===== src/rtl/point_in_polygon_test_core_assert.svh =====
// assertion macros for the point in polygon test core
`ifndef POINT_IN_POLYGON_TEST_CORE_ASSERT_SVH
`define POINT_IN_POLYGON_TEST_CORE_ASSERT_SVH

`ifndef NO_ASSERTIONS
`define PIPT_ASSERT(label, cond) \
  label: assert property (@(posedge clk) disable iff (rst) (cond)) \
    else $error("pipt assertion failed");
`define PIPT_ASSERT_IMP(label, ante, cons) \
  label: assert property (@(posedge clk) disable iff (rst) (ante) |-> (cons)) \
    else $error("pipt assertion failed");
`else
`define PIPT_ASSERT(label, cond)
`define PIPT_ASSERT_IMP(label, ante, cons)
`endif

`endif


===== src/rtl/pipt_pkg.sv =====
// shared constants and types of the point in polygon test core
`default_nettype none
package pipt_pkg;

  localparam int MAX_VERTICES_DEF = 64;
  localparam int COORD_BITS_DEF = 16;
  localparam int IDX_BITS_DEF = $clog2(MAX_VERTICES_DEF);
  localparam int CNT_BITS_DEF = $clog2(MAX_VERTICES_DEF + 1);

  localparam logic OP_WRITE = 1'b0;
  localparam logic OP_QUERY = 1'b1;

  typedef struct packed {
    logic clear;
    logic vld;
    logic first;
  } pipt_edge_ctl_t;

  typedef struct packed {
    logic busy;
    logic odd;
  } pipt_edge_stat_t;

endpackage
`default_nettype wire


===== src/rtl/pipt_if.sv =====
// handshake channels of the point in polygon test core
`default_nettype none
interface pipt_item_if #(
  parameter int IDX_BITS = pipt_pkg::IDX_BITS_DEF,
  parameter int COORD_BITS = pipt_pkg::COORD_BITS_DEF
);
  logic                         valid;
  logic                         ready;
  logic                         operation;
  logic [IDX_BITS-1:0]          vertex_index;
  logic signed [COORD_BITS-1:0] coord_x;
  logic signed [COORD_BITS-1:0] coord_y;

  modport source (output valid, operation, vertex_index, coord_x, coord_y, input ready);
  modport sink (input valid, operation, vertex_index, coord_x, coord_y, output ready);
endinterface

interface pipt_res_if;
  logic valid;
  logic ready;
  logic inside_res;

  modport source (output valid, inside_res, input ready);
  modport sink (input valid, inside_res, output ready);
endinterface

interface pipt_cfg_if #(
  parameter int CNT_BITS = pipt_pkg::CNT_BITS_DEF
);
  logic                valid;
  logic                ready;
  logic [CNT_BITS-1:0] vertex_count;

  modport source (output valid, vertex_count, input ready);
  modport sink (input valid, vertex_count, output ready);
endinterface
`default_nettype wire


===== src/rtl/pipt_vertex_mem.sv =====
// vertex store, one write and one registered read port
`default_nettype none
module pipt_vertex_mem #(
  parameter int DEPTH = pipt_pkg::MAX_VERTICES_DEF,
  parameter int WIDTH = 2 * pipt_pkg::COORD_BITS_DEF
) (
  input  logic                     clk,
  input  logic                     wr_en,
  input  logic [$clog2(DEPTH)-1:0] wr_addr,
  input  logic [WIDTH-1:0]         wr_data,
  input  logic [$clog2(DEPTH)-1:0] rd_addr,
  output logic [WIDTH-1:0]         rd_data
);

  logic [WIDTH-1:0] mem [DEPTH];

  always_ff @(posedge clk) begin
    if (wr_en) begin
      mem[wr_addr] <= wr_data;
    end
  end

  always_ff @(posedge clk) begin
    rd_data <= mem[rd_addr];
  end

endmodule
`default_nettype wire


===== src/rtl/pipt_edge_unit.sv =====
// edge crossing pipeline: ordering and spans, cross products, compare and parity
`default_nettype none
module pipt_edge_unit #(
  parameter int COORD_BITS = pipt_pkg::COORD_BITS_DEF
) (
  input  logic                         clk,
  input  logic                         rst,
  input  pipt_pkg::pipt_edge_ctl_t     ctl,
  input  logic signed [COORD_BITS-1:0] px,
  input  logic signed [COORD_BITS-1:0] py,
  input  logic signed [COORD_BITS-1:0] rd_x,
  input  logic signed [COORD_BITS-1:0] rd_y,
  output pipt_pkg::pipt_edge_stat_t    stat
);

  localparam int DW = COORD_BITS + 1;
  localparam int PW = 2 * DW;

  logic signed [COORD_BITS-1:0] prev_x;
  logic signed [COORD_BITS-1:0] prev_y;

  logic signed [COORD_BITS-1:0] xlo, ylo, xup, yup;
  logic                         span;

  logic                 a_vld;
  logic signed [DW-1:0] dxp, dy, dxe, dyp;
  logic                 b_vld;
  logic signed [PW-1:0] lhs, rhs;
  logic                 parity;

  // orient the edge so that its y grows from lo to up
  always_comb begin
    if (rd_y <= prev_y) begin
      xlo = rd_x;
      ylo = rd_y;
      xup = prev_x;
      yup = prev_y;
    end else begin
      xlo = prev_x;
      ylo = prev_y;
      xup = rd_x;
      yup = rd_y;
    end
    span = (ylo <= py) && (py < yup);
  end

  always_ff @(posedge clk) begin
    if (ctl.vld) begin
      prev_x <= rd_x;
      prev_y <= rd_y;
    end
    dxp <= DW'(px) - DW'(xlo);
    dy  <= DW'(yup) - DW'(ylo);
    dxe <= DW'(xup) - DW'(xlo);
    dyp <= DW'(py) - DW'(ylo);
    lhs <= PW'(dxp) * PW'(dy);
    rhs <= PW'(dxe) * PW'(dyp);
  end

  always_ff @(posedge clk) begin
    if (rst) begin
      a_vld  <= 1'b0;
      b_vld  <= 1'b0;
      parity <= 1'b0;
    end else begin
      a_vld <= ctl.vld && !ctl.first && span;
      b_vld <= a_vld;
      if (ctl.clear) begin
        parity <= 1'b0;
      end else if (b_vld && (lhs < rhs)) begin
        parity <= !parity;
      end
    end
  end

  assign stat.busy = a_vld | b_vld;
  assign stat.odd  = parity;

endmodule
`default_nettype wire


===== src/rtl/point_in_polygon_test_core.sv =====
// point in polygon test core: even-odd ray casting over a stored polygon
//
// channels: item (sink) carries operation, vertex_index, coord_x, coord_y;
// res (source) carries inside_res; cfg (sink) writes vertex_count.
// a write word stores one vertex and gives no result; a query word gives
// one result word, 1 when the point is inside by the even-odd rule.
// a query reads the last vertex and then every vertex from index 0 through
// the store's single read port, one edge per read after the first, and
// waits for the edge pipeline to drain before the result word; with
// vertex_count 0 it goes straight to the result step and gives 0.
// one item is worked at a time; item.ready is high while the core is idle.
// the result sits in an output register, so a write word may be accepted
// while the result still waits; a stalled receiver holds the next query in
// its final step until the output register frees. vertex_count above the
// store depth saturates to the depth; cfg.ready is always high and the
// user must write cfg only while the core is idle; the core does not enforce
// it. reset clears vertex_count, the control state and the output valid; the
// vertex store is not cleared and entries must be written before use.
`default_nettype none
`include "point_in_polygon_test_core_assert.svh"
module point_in_polygon_test_core #(
  parameter int MAX_VERTICES = pipt_pkg::MAX_VERTICES_DEF,
  parameter int COORD_BITS = pipt_pkg::COORD_BITS_DEF
) (
  input logic        clk,
  input logic        rst,
  pipt_item_if.sink  item,
  pipt_res_if.source res,
  pipt_cfg_if.sink   cfg
);

  localparam int IDX_BITS = $clog2(MAX_VERTICES);
  localparam int CNT_BITS = $clog2(MAX_VERTICES + 1);

  typedef enum logic [1:0] {S_IDLE, S_RUN, S_DRAIN, S_FIN} state_t;

  state_t state;

  logic [CNT_BITS-1:0]          vertex_count;
  logic [CNT_BITS-1:0]          cnt_m1;
  logic [IDX_BITS-1:0]          last_addr;
  logic [IDX_BITS-1:0]          raddr;
  logic                         rfirst;
  logic                         rdv;
  logic                         rdf;
  logic signed [COORD_BITS-1:0] px;
  logic signed [COORD_BITS-1:0] py;

  logic                         in_acc;
  logic                         wr_en;
  logic [2*COORD_BITS-1:0]      rd_data;

  pipt_pkg::pipt_edge_ctl_t     ectl;
  pipt_pkg::pipt_edge_stat_t    estat;

  assign cnt_m1    = vertex_count - CNT_BITS'(1);
  assign last_addr = cnt_m1[IDX_BITS-1:0];

  assign item.ready = (state == S_IDLE);
  assign in_acc     = item.valid && item.ready;
  assign wr_en      = in_acc && (item.operation == pipt_pkg::OP_WRITE) &&
                      ({1'b0, item.vertex_index} < (IDX_BITS + 1)'(MAX_VERTICES));

  // configuration
  assign cfg.ready = 1'b1;

  always_ff @(posedge clk) begin
    if (rst) begin
      vertex_count <= '0;
    end else if (cfg.valid && cfg.ready) begin
      if (cfg.vertex_count > CNT_BITS'(MAX_VERTICES)) begin
        vertex_count <= CNT_BITS'(MAX_VERTICES);
      end else begin
        vertex_count <= cfg.vertex_count;
      end
    end
  end

  pipt_vertex_mem #(
    .DEPTH (MAX_VERTICES),
    .WIDTH (2 * COORD_BITS)
  ) u_mem (
    .clk     (clk),
    .wr_en   (wr_en),
    .wr_addr (item.vertex_index),
    .wr_data ({item.coord_x, item.coord_y}),
    .rd_addr (raddr),
    .rd_data (rd_data)
  );

  assign ectl.clear = in_acc;
  assign ectl.vld   = rdv;
  assign ectl.first = rdf;

  pipt_edge_unit #(
    .COORD_BITS (COORD_BITS)
  ) u_edge (
    .clk  (clk),
    .rst  (rst),
    .ctl  (ectl),
    .px   (px),
    .py   (py),
    .rd_x ($signed(rd_data[2*COORD_BITS-1:COORD_BITS])),
    .rd_y ($signed(rd_data[COORD_BITS-1:0])),
    .stat (estat)
  );

  // read data tags, registered so that they line up with the registered read data
  always_ff @(posedge clk) begin
    if (rst) begin
      rdv <= 1'b0;
      rdf <= 1'b0;
    end else begin
      rdv <= (state == S_RUN);
      rdf <= rfirst;
    end
  end

  // sequencer and result register
  always_ff @(posedge clk) begin
    if (rst) begin
      state          <= S_IDLE;
      raddr          <= '0;
      rfirst         <= 1'b0;
      res.valid      <= 1'b0;
      res.inside_res <= 1'b0;
    end else begin
      if (res.valid && res.ready && (state != S_FIN)) begin
        res.valid <= 1'b0;
      end
      unique case (state)
        S_IDLE: begin
          if (in_acc && (item.operation == pipt_pkg::OP_QUERY)) begin
            px <= item.coord_x;
            py <= item.coord_y;
            if (vertex_count == '0) begin
              state <= S_FIN;
            end else begin
              raddr  <= last_addr;
              rfirst <= 1'b1;
              state  <= S_RUN;
            end
          end
        end
        S_RUN: begin
          if (rfirst) begin
            raddr  <= '0;
            rfirst <= 1'b0;
          end else if (raddr == last_addr) begin
            state <= S_DRAIN;
          end else begin
            raddr <= raddr + IDX_BITS'(1);
          end
        end
        S_DRAIN: begin
          if (!rdv && !estat.busy) begin
            state <= S_FIN;
          end
        end
        S_FIN: begin
          if (!res.valid || res.ready) begin
            res.valid      <= 1'b1;
            res.inside_res <= estat.odd;
            state          <= S_IDLE;
          end
        end
        default: begin
          state <= S_IDLE;
        end
      endcase
    end
  end

  `PIPT_ASSERT_IMP(a_run_nonempty, state == S_RUN, vertex_count != '0)
  `PIPT_ASSERT_IMP(a_run_addr_range, state == S_RUN && !rfirst, raddr <= last_addr)
  `PIPT_ASSERT_IMP(a_fin_pipe_empty, state == S_FIN, !rdv && !estat.busy)
  `PIPT_ASSERT_IMP(a_result_from_fin, $rose(res.valid), $past(state) == S_FIN)
  `PIPT_ASSERT(a_no_read_tag_idle, !(state == S_IDLE && rdv))

endmodule
`default_nettype wire


===== src/flat_wrapper.sv =====
// flat-port wrapper written by rule: the top's interface ports become plain ports
module point_in_polygon_test_core_flat 
#(
  parameter int MAX_VERTICES = pipt_pkg::MAX_VERTICES_DEF,
  parameter int COORD_BITS = pipt_pkg::COORD_BITS_DEF
)
  (clk, rst, item_valid, item_operation, item_vertex_index, item_coord_x, item_coord_y, item_ready, res_valid, res_inside_res, res_ready, cfg_valid, cfg_vertex_count, cfg_ready);
  pipt_item_if #(.COORD_BITS(COORD_BITS)) item_i ();
  pipt_res_if res_i ();
  pipt_cfg_if cfg_i ();
  input logic clk;
  input logic rst;
  input wire logic [$bits(item_i.valid)-1:0] item_valid;
  input wire logic [$bits(item_i.operation)-1:0] item_operation;
  input wire logic [$bits(item_i.vertex_index)-1:0] item_vertex_index;
  input wire logic [$bits(item_i.coord_x)-1:0] item_coord_x;
  input wire logic [$bits(item_i.coord_y)-1:0] item_coord_y;
  output wire logic [$bits(item_i.ready)-1:0] item_ready;
  output wire logic [$bits(res_i.valid)-1:0] res_valid;
  output wire logic [$bits(res_i.inside_res)-1:0] res_inside_res;
  input wire logic [$bits(res_i.ready)-1:0] res_ready;
  input wire logic [$bits(cfg_i.valid)-1:0] cfg_valid;
  input wire logic [$bits(cfg_i.vertex_count)-1:0] cfg_vertex_count;
  output wire logic [$bits(cfg_i.ready)-1:0] cfg_ready;
  assign item_i.valid = item_valid;
  assign item_i.operation = item_operation;
  assign item_i.vertex_index = item_vertex_index;
  assign item_i.coord_x = item_coord_x;
  assign item_i.coord_y = item_coord_y;
  assign item_ready = item_i.ready;
  assign res_valid = res_i.valid;
  assign res_inside_res = res_i.inside_res;
  assign res_i.ready = res_ready;
  assign cfg_i.valid = cfg_valid;
  assign cfg_i.vertex_count = cfg_vertex_count;
  assign cfg_ready = cfg_i.ready;
  point_in_polygon_test_core #(.MAX_VERTICES(MAX_VERTICES), .COORD_BITS(COORD_BITS)) u_core (.clk(clk), .rst(rst), .item(item_i), .res(res_i), .cfg(cfg_i));
endmodule

===== config.mk =====
export PLATFORM = sky130hd
export DESIGN_NAME = point_in_polygon_test_core_flat
export DESIGN_NICKNAME = d
export VERILOG_FILES = /design/src/rtl/pipt_pkg.sv /design/src/rtl/pipt_if.sv /design/src/rtl/pipt_vertex_mem.sv /design/src/rtl/pipt_edge_unit.sv /design/src/rtl/point_in_polygon_test_core.sv /design/src/flat_wrapper.sv
export VERILOG_INCLUDE_DIRS = /design/src /design/src/rtl
export SDC_FILE = /design/constraint.sdc
export NUM_CORES = 2
export LEC_CHECK = 0
export BUFFER_PORTS_ARGS = -buffer_cell sky130_fd_sc_hd__buf_2
export CAP_MARGIN = 20
export CORE_MARGIN = 2
export CORE_UTILIZATION = 60
export DETAILED_ROUTE_END_ITERATION = 10
export PLACE_DENSITY = 0.74
export SLEW_MARGIN = 20
export SYNTH_ARGS = -nofsm -noshare
export SYNTH_HDL_FRONTEND = slang
export SYNTH_HIERARCHICAL = 1
export SYNTH_SLANG_ARGS = --single-unit
export TNS_END_PERCENT = 10

===== constraint.sdc =====
create_clock -name clk -period 20.5 [get_ports clk]
set_input_delay 4.1 -clock clk [delete_from_list [all_inputs] [get_ports clk]]
set_output_delay 4.1 -clock clk [all_outputs]
set_load 0.03 [all_outputs]

==> summary.md <==
| Metric | Value |
|---|---|
| Seq/Total Area, Yosys | 0.602 |
| Top cells by count, synth | edfxtp_1, inv_1, fa_1 |
| Worst-margin pin slew | ~1.2 ns |
| Die width | approximately 440 um |
| Final clock skew | roughly 0.073 ns |
| Period utilisation layout | 0.363 |
| Max-cap violations | 0 |
| Num CTS Buffers | approximately 220 |
| Setup TNS | 0 ns |
| Total global routing overflow | 0 |
| CTS Root Buffer Type | clkbuf_16 |
| Worst-Skew Late Latency | a little under 0.9 ns |
| Final setup fails | 0 |
| Reg area | about 0.067 sq mm |
| Multi-input logic area | between 0.04 and 0.05 sq mm |
| Crit path capture type | flip-flop |
| Core area | 0.185 sq mm |
| Die footprint | 0.190 sq mm |
| WP data arrival | just over 8 ns |
| 1st-iter DRT viols | 7962 |
| Total Routing Usage GR | 0.300 |
| Post-synth EDFFs | 2112 |
| Max transition margin | 0.219 |
| Cell row count | approximately 160 |
| Post-Syn Nets | 7800 |
| First-pass GRT wire length | ~420000 um |
| Most used DFF post-synth | edfxtp_1 |
| # hold bufs at CTS | 0 |
| Chip Height | 435 um |
| Fraction of layout cells with a size suffix above 1 | 0.161 |
| Status | finished clean |
| Synth warn | 6 |
| Cts repair resizes | 0 |
| Synth area leaders | edfxtp_1, mux4_2, fa_1 |
| Maximum buffer depth of the clock tree | 3 |
| Hold Fails Final Rpt | 0 |
| Asr flop ratio synth | 0 |
| Detailed Route WL | around 280000 um |
| CP Launch Type | flip-flop |
| Initial Utilization | 0.603 |
| Largest net degree at the start of global routing | approximately 120 |
| Post-DP HPWL | between 150000 and 200000 um |
| Avg Inst Size Synth | roughly 16 sq um |
| Distinct cells, synth | roughly 100 |
| Final min period | 7.45 ns |
| CTS sink count | approximately 2300 |
| CTS tree | done |
| # port buffers | 53 |
| Via count | around 62000 |
| DRC Markers | 0 |
| DR pass1 iterations | 6 |
| Vias in the first global route | ~62000 |
| DRT antenna net count | 0 |
| Reg2reg setup slack | 13.05 ns |
| Wire per inst | 29.2 um |
| Yosys top cell by area | edfxtp_1 |
| Worst-path clk slew | approximately 0.060 ns |
| Final #Nets | 7909 |
| Syn-to-layout area delta | 10.4% |
| Layout fillers | roughly 12000 |
| Vias per cell | between 6 and 7 |
| Worst Path Max Fanout | 17 |
| Final Max Slew Viols | 0 |
| Setup bufs post-CTS | 0 |
| Initial antenna violation count | 17 |
| Placer Congestion | approximately 0.95 |
| RSZ-0062 raised after global routing | false |
| Post-Synthesis Cells | 6879 |
| IO Pins | 55 |
| Max Fclk | between 0.1 and 0.15 GHz |
| Netlist Area Pre-Place | between 0.1 and 0.15 sq mm |
| H-tree depth | 4 |
| Yosys top cell area share | 0.568 |
| Hold Path Class | reg2reg |
| Synth Register Bits | around 2300 |
| Kind of critical path | reg2reg |
| Cell with the most instances after synthesis | edfxtp_1 |
| Req. time, crit path | around 21 ns |
[metrics by stage]
step / utilization / hold WS (ns) / cells / instance area [sq um] / setup WS, ns
after floorplan: - / 0.406 / 6879 / 112000 / 12.96
final: 0.665 / 0.444 / 9663 / 123000 / 13.05
after global routing: 0.665 / 0.466 / 9659 / 123000 / 12.67
after global placement: 0.620 / 0.416 / 9201 / 115000 / 13.05
after CTS: 0.662 / 0.442 / 9630 / 123000 / 13.13
after detailed placement: 0.623 / 0.428 / 9225 / 115000 / 13.06
[final cells by class]
type / count / share of cell area
repair buffers: 172 / 0.0161
multi-input cells: 3535 / 0.331
clock buffers: 267 / 0.0463
flip-flops and latches: 2303 / 0.546
well taps: 2480 / 0.0252
clock inverters: 138 / 0.0127
inverters: 758 / 0.0231
diodes: 10 / 0.000203
[worst max-delay path: stages, from the launching register on]
cell	delay [ns]
dfxtp_1	0.73
nand2_1	0.17
fa_1	0.54
fa_1	0.47
fa_1	0.56
inv_1	0.06
fa_1	0.49
fa_1	0.50
inv_1	0.05
fa_1	0.48
inv_1	0.04
ha_1	0.33
a21o_1	0.17
a21o_1	0.20
or3_1	0.30
o21a_1	0.23
a2111oi_0	0.43
nor2_1	0.19
a221oi_1	0.49
nor2b_1	0.14
o31ai_1	0.39
mux2i_1	0.23
o2111ai_1	0.12
[flip-flops by register name, summed over array words and instances, names as in the netlist]
name	cells
u_core/u_edge/rhs	34
u_core/u_edge/prev_x	16
u_core/rdv	1
u_core/u_edge/dxe	17
u_core/u_mem/mem	2048
u_core/u_edge/lhs	34
u_core/u_edge/a_vld	1
u_core/u_edge/b_vld	1
u_core/state	2
u_core/u_edge/dy	17
u_core/u_edge/dxp	17
u_core/res.inside_res	1
u_core/rdf	1
u_core/vertex_count	7
u_core/u_edge/parity	1
u_core/res.valid	1
u_core/py	16
u_core/px	16
u_core/u_edge/prev_y	16
u_core/u_edge/dyp	17
u_core/u_mem/rd_data	32
u_core/raddr	6
u_core/rfirst	1
[worst paths after layout]
| check | startpoint | end | cells after the start |
|---|---|---|---|
| worst max-delay path | u_core/u_edge/dxp[11] | u_core/u_edge/lhs[32] | 22 |
| worst min-delay path | u_core/u_mem/rd_data[22] | u_core/u_edge/prev_x[6] | 0 |
| worst max register to register | u_core/u_edge/dxp[11] | u_core/u_edge/lhs[32] | 22 |
| worst min register to register | u_core/u_mem/rd_data[22] | u_core/u_edge/prev_x[6] | 0 |
[cell families after synthesis]
family,Yosys count,share of synthesized area
adder cells (fa/ha/maj),891,0.139
other,1,0.0000336
AND/OR/NAND/NOR,1269,0.0559
AO/OA/AOI/OAI,596,0.0357
multiplexers,643,0.119
XOR/XNOR,135,0.0107
flip-flops,2303,0.602
buffers and inverters,1041,0.0372
[routing by layer]
layer	part of all wire	vias up	GRT usage
met2	0.48	3514	0.468
met1	0.38	32200	0.426
li1	-	25400	-
met5	0.000046	-	0
met4	0.042	2	0.116
met3	0.099	486	0.0578
[cells in the final DEF (no fill, tap or decap), drive strengths merged, types with 46 or more instances in the layout]
cell,n
mux4,544
nor2b,72
nand2,373
xnor2,104
clkbuf,267
inv,767
nand2b,47
o21ai,71
fa,594
buf,172
edfxtp,2112
o22ai,91
and2,295
ha,276
nor2,311
clkinv,98
mux2i,99
a21oi,201
nor3,46
dfxtp,191
Power is not shown: default switching activity piles up to over one toggle a cycle in this logic, so the estimate is an artifact.
